$ cat config.mk
export PLATFORM = sky130hd
export DESIGN_NAME = midi_track_note_extractor
export DESIGN_NICKNAME = d
export VERILOG_FILES = /design/src/rtl/mtne_pkg.sv /design/src/rtl/midi_track_note_extractor.sv
export SDC_FILE = /design/constraint.sdc
export NUM_CORES = 1
export LEC_CHECK = 0
export CORE_ASPECT_RATIO = 0.9
export CORE_MARGIN = 10
export CORE_UTILIZATION = 55
export CTS_CLUSTER_SIZE = 28
export DETAILED_ROUTE_END_ITERATION = 10
export DONT_BUFFER_PORTS = 1
export HOLD_SLACK_MARGIN = 0.03
export PLACE_DENSITY = 0.73
export SYNTH_ARGS = -nofsm -noshare
export SYNTH_HDL_FRONTEND = slang
export SYNTH_SLANG_ARGS = --single-unit
$ cat constraint.sdc
create_clock -name i_clk -period 7.29 [get_ports i_clk]
set_clock_uncertainty 0.1 [all_clocks]
set_input_delay 1.8225 -clock i_clk [delete_from_list [all_inputs] [get_ports i_clk]]
set_output_delay 1.8225 -clock i_clk [all_outputs]
set_load 0.01 [all_outputs]
$ cat src/rtl/mtne_pkg.sv
// Package for the MIDI track note extractor: request/result types, codes, drum map.
package mtne_pkg;

    typedef struct packed {
        logic [7:0] data_byte;
        logic       track_start;
        logic       file_start;
    } t_in_req;

    typedef struct packed {
        logic [1:0]  out_kind;
        logic [31:0] event_tick;
        logic [3:0]  track_index;
        logic [23:0] tempo_value;
    } t_out_res;

    localparam logic [1:0] KIND_NOTE  = 2'd0;
    localparam logic [1:0] KIND_TEMPO = 2'd1;
    localparam logic [1:0] KIND_ERROR = 2'd2;

    localparam logic [7:0] ST_META     = 8'hFF;
    localparam logic [7:0] ST_SYSEX    = 8'hF0;
    localparam logic [7:0] ST_SYSEX_CT = 8'hF7;
    localparam logic [7:0] META_TEMPO  = 8'h51;
    localparam logic [3:0] EV_NOTE_ON  = 4'h9;
    localparam logic [3:0] EV_NOTE_OFF = 4'h8;
    localparam logic [3:0] EV_POLY_AT  = 4'hA;
    localparam logic [3:0] EV_CTRL     = 4'hB;
    localparam logic [3:0] EV_BEND     = 4'hE;
    localparam logic [3:0] DRUM_CH     = 4'd9;
    localparam logic [4:0] CH_SEL_RST  = 5'd9;

    typedef enum logic [9:0] {
        PH_DELTA     = 10'b0000000001,
        PH_STATUS    = 10'b0000000010,
        PH_DATA1     = 10'b0000000100,
        PH_VEL       = 10'b0000001000,
        PH_SKIP1     = 10'b0000010000,
        PH_META_TYPE = 10'b0000100000,
        PH_META_LEN  = 10'b0001000000,
        PH_TEMPO     = 10'b0010000000,
        PH_SYSEX_LEN = 10'b0100000000,
        PH_SKIP      = 10'b1000000000
    } t_phase;

    // GM drum map: returns {hit, track}.
    function automatic logic [4:0] drum_lookup(input logic [7:0] note);
        logic [4:0] res;
        res = 5'd0;
        unique case (note)
            8'd35: res = {1'b1, 4'd0};
            8'd36: res = {1'b1, 4'd0};
            8'd37: res = {1'b1, 4'd12};
            8'd38: res = {1'b1, 4'd1};
            8'd39: res = {1'b1, 4'd13};
            8'd40: res = {1'b1, 4'd1};
            8'd41: res = {1'b1, 4'd6};
            8'd42: res = {1'b1, 4'd2};
            8'd43: res = {1'b1, 4'd7};
            8'd44: res = {1'b1, 4'd3};
            8'd45: res = {1'b1, 4'd8};
            8'd46: res = {1'b1, 4'd4};
            8'd47: res = {1'b1, 4'd9};
            8'd48: res = {1'b1, 4'd10};
            8'd49: res = {1'b1, 4'd5};
            8'd50: res = {1'b1, 4'd11};
            8'd51: res = {1'b1, 4'd14};
            8'd52: res = {1'b1, 4'd5};
            8'd53: res = {1'b1, 4'd14};
            8'd54: res = {1'b1, 4'd15};
            8'd55: res = {1'b1, 4'd5};
            8'd56: res = {1'b1, 4'd15};
            8'd57: res = {1'b1, 4'd5};
            8'd59: res = {1'b1, 4'd14};
            default: begin
                if (note >= 8'd60 && note <= 8'd81) res = {1'b1, 4'd15};
                else res = 5'd0;
            end
        endcase
        return res;
    endfunction

endpackage

$ cat src/rtl/midi_track_note_extractor.sv
// MIDI track note extractor: top level with input register, parser and result register.
// Usage:
//   Request channel: i_in_valid / o_in_stall carry one track body byte per request
//   with track_start and file_start flags. A request is taken on an edge with
//   valid high and stall low.
//   Result channel: o_out_valid / i_out_stall carry note, tempo and error results.
//   Config: i_cfg_we writes i_cfg_data into channel_select; write only when idle.
//   Flow: a taken request is held in the input register, then parsed into the result
//   register when that register is empty or its result is being taken.
//   Throughput: one byte per cycle while the receiver does not stall; the parse state is one register step per byte.
//   Requests causing no result only update parse state.
//   Reset: synchronous, active low; clears parse state, channel_select to 9,
//   both valids low.
//   When the receiver stalls, the result is held and one more request can sit
//   in the input register; after that o_in_stall goes high.
module midi_track_note_extractor
    import mtne_pkg::*;
(
    input  logic       i_clk,
    input  logic       i_rst_n,
    input  logic       i_in_valid,
    output logic       o_in_stall,
    input  t_in_req    i_in_req,
    output logic       o_out_valid,
    input  logic       i_out_stall,
    output t_out_res   o_out_res,
    input  logic       i_cfg_we,
    input  logic [4:0] i_cfg_data
);

    logic        r_in_vld;
    t_in_req     r_in;
    logic        r_out_vld;
    t_out_res    r_out;
    logic [4:0]  r_ch_sel;

    t_phase      r_phase,      n_phase;
    logic [27:0] r_len_acc,    n_len_acc;
    logic [2:0]  r_len_bytes,  n_len_bytes;
    logic [31:0] r_tick,       n_tick;
    logic [7:0]  r_run_st,     n_run_st;
    logic [7:0]  r_meta_kind,  n_meta_kind;
    logic [27:0] r_skip,       n_skip;
    logic [23:0] r_tempo_acc,  n_tempo_acc;
    logic [1:0]  r_tempo_bytes, n_tempo_bytes;
    logic        r_tempo_seen, n_tempo_seen;
    logic [7:0]  r_first,      n_first;
    logic        r_err,        n_err;

    logic        adv;
    logic        emit;
    t_out_res    res;

    logic [7:0]  b;
    logic [27:0] vlq_acc;
    logic [2:0]  vlq_bytes;
    logic [23:0] t_acc;
    logic [1:0]  t_bytes;
    logic [3:0]  ev;
    logic [3:0]  ch;
    logic        all_ch;
    logic [4:0]  drum;

    assign adv        = r_in_vld && (!r_out_vld || !i_out_stall);
    assign o_in_stall = r_in_vld && !adv;
    assign o_out_valid = r_out_vld;
    assign o_out_res   = r_out;

    always_comb begin
        b         = r_in.data_byte;
        n_phase       = r_phase;
        n_len_acc     = r_len_acc;
        n_len_bytes   = r_len_bytes;
        n_tick        = r_tick;
        n_run_st      = r_run_st;
        n_meta_kind   = r_meta_kind;
        n_skip        = r_skip;
        n_tempo_acc   = r_tempo_acc;
        n_tempo_bytes = r_tempo_bytes;
        n_tempo_seen  = r_tempo_seen;
        n_first       = r_first;
        n_err         = r_err;
        emit          = 1'b0;
        res           = '0;

        if (r_in.file_start) begin
            n_tempo_seen = 1'b0;
            n_err        = 1'b0;
        end
        if (r_in.file_start || r_in.track_start) begin
            n_phase       = PH_DELTA;
            n_len_acc     = '0;
            n_len_bytes   = '0;
            n_tick        = '0;
            n_run_st      = '0;
            n_meta_kind   = '0;
            n_skip        = '0;
            n_tempo_acc   = '0;
            n_tempo_bytes = '0;
            n_first       = '0;
        end

        vlq_acc   = {n_len_acc[20:0], b[6:0]};
        vlq_bytes = n_len_bytes + 3'd1;
        t_acc     = {n_tempo_acc[15:0], b};
        t_bytes   = n_tempo_bytes + 2'd1;
        ev        = n_run_st[7:4];
        ch        = n_run_st[3:0];
        all_ch    = r_ch_sel[4];
        drum      = drum_lookup(n_first);

        if (!n_err) begin
            unique case (n_phase)
                PH_DELTA, PH_META_LEN, PH_SYSEX_LEN: begin
                    n_len_acc   = vlq_acc;
                    n_len_bytes = vlq_bytes;
                    if (b[7] && vlq_bytes >= 3'd4) begin
                        n_err        = 1'b1;
                        emit         = 1'b1;
                        res.out_kind = KIND_ERROR;
                    end else if (!b[7]) begin
                        n_len_acc   = '0;
                        n_len_bytes = '0;
                        if (n_phase == PH_DELTA) begin
                            n_tick  = n_tick + {4'd0, vlq_acc};
                            n_phase = PH_STATUS;
                        end else if (n_phase == PH_META_LEN && n_meta_kind == META_TEMPO
                                     && vlq_acc == 28'd3 && !n_tempo_seen) begin
                            n_tempo_acc   = '0;
                            n_tempo_bytes = '0;
                            n_phase       = PH_TEMPO;
                        end else begin
                            n_skip  = vlq_acc;
                            n_phase = (vlq_acc == 28'd0) ? PH_DELTA : PH_SKIP;
                        end
                    end
                end
                PH_STATUS, PH_DATA1: begin
                    if (n_phase == PH_STATUS && b == ST_META) begin
                        n_phase = PH_META_TYPE;
                    end else if (n_phase == PH_STATUS && (b == ST_SYSEX || b == ST_SYSEX_CT))
                    begin
                        n_phase = PH_SYSEX_LEN;
                    end else if (n_phase == PH_STATUS && b[7]) begin
                        n_run_st = b;
                        n_phase  = PH_DATA1;
                    end else begin
                        n_first = b;
                        if (ev == EV_NOTE_ON || ev == EV_NOTE_OFF) n_phase = PH_VEL;
                        else if (ev == EV_POLY_AT || ev == EV_CTRL || ev == EV_BEND)
                            n_phase = PH_SKIP1;
                        else n_phase = PH_DELTA;
                    end
                end
                PH_VEL: begin
                    n_phase = PH_DELTA;
                    if (ev == EV_NOTE_ON && b != 8'd0) begin
                        res.event_tick = n_tick;
                        if (ch == DRUM_CH) begin
                            if ((all_ch || r_ch_sel == CH_SEL_RST) && drum[4]) begin
                                emit            = 1'b1;
                                res.track_index = drum[3:0];
                            end
                        end else if (all_ch || r_ch_sel == {1'b0, ch}) begin
                            emit            = 1'b1;
                            res.track_index = n_first[3:0];
                        end
                    end
                end
                PH_SKIP1: n_phase = PH_DELTA;
                PH_META_TYPE: begin
                    n_meta_kind = b;
                    n_phase     = PH_META_LEN;
                end
                PH_TEMPO: begin
                    n_tempo_acc   = t_acc;
                    n_tempo_bytes = t_bytes;
                    if (t_bytes == 2'd3) begin
                        n_phase       = PH_DELTA;
                        n_tempo_acc   = '0;
                        n_tempo_bytes = '0;
                        if (t_acc != 24'd0) begin
                            n_tempo_seen    = 1'b1;
                            emit            = 1'b1;
                            res.out_kind    = KIND_TEMPO;
                            res.tempo_value = t_acc;
                        end
                    end
                end
                PH_SKIP: begin
                    n_skip = n_skip - 28'd1;
                    if (n_skip == 28'd0) n_phase = PH_DELTA;
                end
                default: n_phase = PH_DELTA;
            endcase
        end
        if (!emit) res = '0;
    end

    always_ff @(posedge i_clk) begin
        if (!i_rst_n) begin
            r_in_vld      <= 1'b0;
            r_out_vld     <= 1'b0;
            r_ch_sel      <= CH_SEL_RST;
            r_phase       <= PH_DELTA;
            r_len_acc     <= '0;
            r_len_bytes   <= '0;
            r_tick        <= '0;
            r_run_st      <= '0;
            r_meta_kind   <= '0;
            r_skip        <= '0;
            r_tempo_acc   <= '0;
            r_tempo_bytes <= '0;
            r_tempo_seen  <= 1'b0;
            r_first       <= '0;
            r_err         <= 1'b0;
        end else begin
            if (i_cfg_we) r_ch_sel <= i_cfg_data;
            if (!o_in_stall) r_in_vld <= i_in_valid;
            if (adv) begin
                r_out_vld     <= emit;
                r_phase       <= n_phase;
                r_len_acc     <= n_len_acc;
                r_len_bytes   <= n_len_bytes;
                r_tick        <= n_tick;
                r_run_st      <= n_run_st;
                r_meta_kind   <= n_meta_kind;
                r_skip        <= n_skip;
                r_tempo_acc   <= n_tempo_acc;
                r_tempo_bytes <= n_tempo_bytes;
                r_tempo_seen  <= n_tempo_seen;
                r_first       <= n_first;
                r_err         <= n_err;
            end else if (r_out_vld && !i_out_stall) begin
                r_out_vld <= 1'b0;
            end
        end
    end

    always_ff @(posedge i_clk) begin
        if (!o_in_stall && i_in_valid) r_in <= i_in_req;
        if (adv && emit) r_out <= res;
    end

endmodule

* Word level (Yosys, flattened, before mapping)
Index checks and enable logic that the tools add are counted.
Widths: inputs -> output; s select.
** Operators by class
- Divide/modulo/power cells :: 0
- $mul :: 0
- Reductions and logical operators :: 43
- Eq/ne operators :: 47
- Shifts and indexed selects :: 0
- Add/sub/neg operators :: 4
- Order comparisons :: 3
- Bitwise logic cells :: 6
- Muxes and demuxes :: 97
** Operators by type and width (count)
- $mux 28 :: 11
- $eq 8x6->1 const B :: 24
- $mux 32 :: 6
- $mux 24 :: 7
- $mux 8 :: 15
- $mux 10 :: 9
- $pmux 5 s16 :: 1
- $logic_not 28->1 :: 2
- $pmux 28 s2 :: 1
- $pmux 10 s5 :: 1
- $pmux 24 s2 :: 1
- $add 32x28->32 :: 1
- $eq 28x2->1 const B :: 1
- $sub 28x1->28 const B :: 1
- $eq 4x4->1 const B :: 6
- $eq 8x8->1 const B :: 3
- $reduce_bool 24->1 :: 1
- $mux 1 :: 20
- $mux 5 :: 4
- $mux 9 :: 2
- $mux 2 :: 8
- $logic_and 1x1->1 :: 15
- $mux 3 :: 5
- $mux 4 :: 3
- 29 further kinds :: 52
** Word-level totals
- Bits in latches :: 0
- Bits in registers :: 232
- Memory bits (read-only) :: 0
- RAM bits :: 0
- Input port bits :: 20
- Memories :: 0

* Longest topological paths before layout
- Depth after elaboration :: 14
- Mapped depth :: 20
- Depth with buffers taken out :: 14

* Worst setup path before layout
No wires, ideal clock.
- Path type :: reg2reg
- From :: reg r_in[0] (netlist bit)
- To :: reg r_out (netlist bit o_out_res[0]), enable pin
- Cell stages (with the launch flop) :: 15
- Period minus slack after synthesis :: 7.775 ns
- Data arrival time :: 7.117 ns
- Library setup time :: 0.558 ns
- Slack :: -0.485 ns
- Buffers on the path :: 6
- Cells stage by stage :: edfxtp_1 -> nor2_1 -> buf_2 -> buf_2 -> clkbuf_1 -> buf_1 -> buf_1 -> clkbuf_1 -> and2_1 -> ha_1 -> xnor2_1 -> nand2_1 -> o21ai_0 -> a21oi_1 -> nor3_1
** On the way
- Longest elaborated chain between the ends :: 13
- Elaborated cells on any way between the ends :: 70
- Classes of those cells :: 2 x add/sub; 3 x order compare; 33 x eq/ne; 18 x mux; 14 x reduce/logical
** Ends and longest elaborated chain
- start: declaration :: RTL line midi_track_note_extractor.sv:32 : t_in_req r_in;
- start signal: assignment :: RTL line midi_track_note_extractor.sv:241 : if (!o_in_stall && i_in_valid) r_in <= i_in_req;
- $logic_or 1x1->1 :: RTL line midi_track_note_extractor.sv:90 : if (r_in.file_start || r_in.track_start) begin
- $mux 8 :: RTL line midi_track_note_extractor.sv:90
- $ge 8x6->1 / $le 8x7->1 (equally long branches) :: RTL line mtne_pkg.sv:76 : if (note >= 8'd60 && note <= 8'd81) res = {1'b1, 4'd15};
- $logic_and 1x1->1 :: RTL line mtne_pkg.sv:76
- $mux 5 :: RTL line mtne_pkg.sv:76
- $pmux 5 s16 :: RTL line mtne_pkg.sv:50 : unique case (note)
- $logic_and 1x1->1 :: RTL line midi_track_note_extractor.sv:160 : if ((all_ch || r_ch_sel == CH_SEL_RST) && drum[4]) begin
- $mux 1 :: RTL line midi_track_note_extractor.sv:160
- $mux 1 :: RTL line midi_track_note_extractor.sv:159 : if (ch == DRUM_CH) begin
- $mux 1 :: RTL line midi_track_note_extractor.sv:157 : if (ev == EV_NOTE_ON && b != 8'd0) begin
- $pmux 1 s3 :: RTL line midi_track_note_extractor.sv:113 : unique case (n_phase)
- $mux 1 (*) :: RTL line midi_track_note_extractor.sv:112 : if (!n_err) begin
- $logic_and 1x1->1 (*) :: RTL line midi_track_note_extractor.sv:242 : if (adv && emit) r_out <= res;
- end signal: assignment :: RTL line midi_track_note_extractor.sv:242
- end: declaration :: RTL line midi_track_note_extractor.sv:34 : t_out_res r_out;
Mark *: on every way between the ends. The rest lies on a longest branch, timed or not.
A chain may end at the register's enable or synchronous reset.

* Worst setup path after layout
- From :: reg r_in[0] (netlist bit)
- To :: reg r_skip[13]
** On the way
- Longest elaborated chain between the ends :: 12
- Elaborated cells on any way between the ends :: 29
- Classes of those cells :: 2 x add/sub; 1 x order compare; 6 x eq/ne; 13 x mux; 7 x reduce/logical
** Ends and longest elaborated chain
- parallel branches: the longest is 11 deep, another holds $add 3x1->3
- $mux 28 (*) :: RTL line midi_track_note_extractor.sv:112
- end signal: assignment :: RTL line midi_track_note_extractor.sv:228 : r_skip <= n_skip;
- end: declaration :: RTL line midi_track_note_extractor.sv:43 : logic [27:0] r_skip, n_skip;
Mark *: on every way between the ends.

==> run metrics <==
fraction of layout cells with a size suffix above 1=0.0648; TritonCTS Buffers=23; number of H-tree branching levels=1; fraction of synthesized cell area in xor and xnor cells=0.0247; MaxCap Viol Count=0; core utilization of the finished layout=0.591; maximum number of pins on one net before global-route repair=71; Port Buffer Count=0; class of the most critical hold timing path=reg2reg; number of enable flip-flop cells after synthesis=72; crit-path most repeated cell=buf_4; Clk Tree Root Cell=clkbuf_16; synthesized-area fraction occupied by and/or/nand/nor cells=0.260; Non-Filler Instances=1703; final instance area=0.0132 mm^2; Die Outline Area=0.0290 mm^2; Setup Fix Bufs, Post-CTS=0; maximum VDD drop=177 uV; fraction of the mapped netlist area in compound gates=0.218; HPWL after detailed placement=23800 um; part of the Yosys area used for sequential elements=0.407; status=complete, no violations; routed wire length=34700 um; average size of a mapped cell=8.60 um^2; highest signal layer in the routed design=met4; chip width=178 um; clock-pin transition on the worst setup and hold timing paths=70 ps; final critical path time including I/O delays and setup=4490 ps; buffering stage count on the worst path with inverters included=3; initial DRC count=1476; number of nets at the end of the flow=1440; maximum achievable frequency=0.223 GHz; post-synth net total=1498; Cell Area, Synth=0.0124 mm^2; Period Utilization, post-route=0.616; top cell type's share of synthesized area=0.234; ordered cell list for the critical path=nor2_4 -> buf_4 -> buf_4 -> nand4_1 -> nor4_1 -> a21boi_2 -> buf_4 -> and3_1 -> a22o_1 -> a21oi_1 -> o21ai_0 -> and2_1; Layout Area Growth over Synthesis=6.37%; Hold Buf Count CTS=0; clk sinks=217; RePlAce Congestion=0.994; ys flop type=dfxtp_1; portion of netlist area occupied by mux cells=0.0146; proportion of register bits with asynchronous set or reset after synthesis=0; pwr dens=199 mW/mm^2; synthesized instance count=1446; kind of capture point of the worst setup path=flop; startpoint type of the worst setup path=flop; first drt pass iteration count=6; vias=10900; routed len/inst=20.4 um; IO Count=84; number of storage elements in the synthesis netlist=217; largest fanout on the critical path=54; global-route wire length before repair=55000 um; overall fraction of global-route tracks in use=0.231; data required time of the critical path=7600 ps; initial core utilization=0.555; # DRC=0; cell with the largest stage delay on the worst path=nor2_4; Distinct cells, synth=99; total grt overflow=0; buffers from clock root to sink, at most=3; total of endpoints with negative setup slack in the final report=0; average vias per placed instance=6.42; post-route worst hold slack=363 ps; RSZ-0062 raised after global routing=false; cell type with the highest aggregate area in the netlist=dfxtp_1; antenna viol nets, final=0; placeable core region=0.0224 mm^2; critical path data arrival time=4800 ps; maximum single-stage delay on the critical path=810 ps; total of warnings raised by yosys=0; length of routed met3 wiring=3020 um; Setup Total Neg Slack=0 ps; Setup CP Type=reg2reg; area of placed instances=0.0125 mm^2; largest family of logic cells by synthesized area=simple AND/OR/NAND/NOR gates; cell class contributing the biggest share of worst-path delay=simple AND/OR/NAND/NOR gates; placement row count=52; Fin. Hold Viols=0; adder-cell area share of the yosys netlist=0.0328; Slew Limit Fails=0; filler instances=1961; largest cells by area after synthesis=dfxtp_1 23%, edfxtp_1 17%, nor2_1 6.3%; vias in the first global route=9840; slew at the pin closest to its max-slew limit=1170 ps; Max transition margin=0.215; detailed route wirelength on metal2=14900 um; Post-Place Cells=1660; clock latency at the later pin of the worst-skew pair=530 ps; leakage power=4.58 nW; Met1 Routed Length=16100 um; TritonCTS clock tree=yes; Chip Height=163 um; antenna violations before repair=1; Resized cells post-CTS=0
-- cells in the mapped netlist (all sizes together) (16+ instances only) --
library cell,count
a21oi,84
a22oi,85
mux2i,17
nor2b,17
edfxtp,72
nor2,212
dfxtp,145
o21ai,94
buf,26
nand3,25
xnor2,19
clkbuf,71
nand2,121
nand4,19
and2,108
nor4,26
xor2,16
nor3,29
ha,31
-- registers in the layout (all words and copies together) (netlist names) --
register	cells
b	8
o_out_res	62
o_out_valid	1
r_ch_sel	5
r_err	1
r_first	8
r_in	2
r_in_vld	1
r_len_acc	21
r_len_bytes	3
r_meta_kind	8
r_phase	10
r_run_st	8
r_skip	28
r_tempo_acc	16
r_tempo_bytes	2
r_tempo_seen	1
r_tick	32
-- metal layers --
metal  track usage  up-vias
li1              -     5190
met1         0.350     5168
met2         0.337      524
met3        0.0294       55
met4        0.0616        0
met5             0        -
-- area by class of cell --
class | count | area, um^2 | area share
Inverter | 15 | 57.6 | 0.00435
Clock buffer | 29 | 608 | 0.0460
Antenna cell | 1 | 2.50 | 0.000189
Multi-Input combinational cell | 1117 | 6870 | 0.520
Sequential cell | 217 | 5060 | 0.383
Clock inverter | 13 | 140 | 0.0106
Tap cell | 297 | 372 | 0.0281
Timing Repair Buffer | 14 | 105 | 0.00795
-- stage by stage --
| step | total power, W | worst slack, ps |
|---|---|---|
| floorplan | 0.00143 | 1430 |
| global placement | 0.00148 | 3090 |
| detailed placement | 0.00148 | 2910 |
| CTS | 0.00265 | 2860 |
| global route | 0.00271 | 2490 |
| finish | 0.00264 | 2800 |
-- placed cells by master, fill, tap and decap left out, types with 13 or more instances in the layout --
master,synthesis,routed
and2_1,106,107
buf_4,3,14
nor3_1,26,24
dfxtp_1,145,145
a31oi_1,15,15
o22ai_1,13,13
a22oi_1,85,85
mux2i_1,17,17
nand2_1,119,119
edfxtp_1,72,72
ha_1,31,31
a21o_1,14,14
nor4_1,18,18
clkbuf_16,0,23
nor2b_1,17,17
nand4_1,19,19
xnor2_1,19,19
nand3_1,24,24
a21oi_1,83,83
o21ai_0,85,85
inv_1,14,14
nor2_1,209,208
xor2_1,16,16
-- power by group --
part	internal, W	switching [W]	leakage (nW)
Combinational	0.0000516	0.000128	2.52
Clock	0.000672	0.000501	0.363
Sequential	0.00125	0.0000281	1.70
Total	0.00198	0.000658	4.58
-- cell families after synthesis --
group | Yosys count
simple gates | 624
compound gates | 408
flops | 217
buf+inv | 112
xor+xnor | 35
fa+ha+maj | 32
mux | 18
-- worst reg2reg max path: stages, from the launching register on --
cell and delay, ps:
edfxtp_1 520, nor2_4 810, buf_4 540, buf_4 390, nand4_1 130, nor4_1 360, a21boi_2 110, buf_4 270
and3_1 440, a22o_1 320, a21oi_1 100, o21ai_0 80, and2_1 190
-- worst paths after layout --
| path | slack (ps) | end | from | cells after the start |
|---|---|---|---|---|
| setup reg to reg | 2800 | r_skip[13] | r_in[0] | 12 |
| setup / recovery | 2800 | r_skip[13] | r_in[0] | 12 |
| hold reg to reg | 360 | r_tick[22] | r_tick[22] | 2 |
| hold / removal | 360 | r_tick[22] | r_tick[22] | 2 |
(Power assumes the default switching activity.)
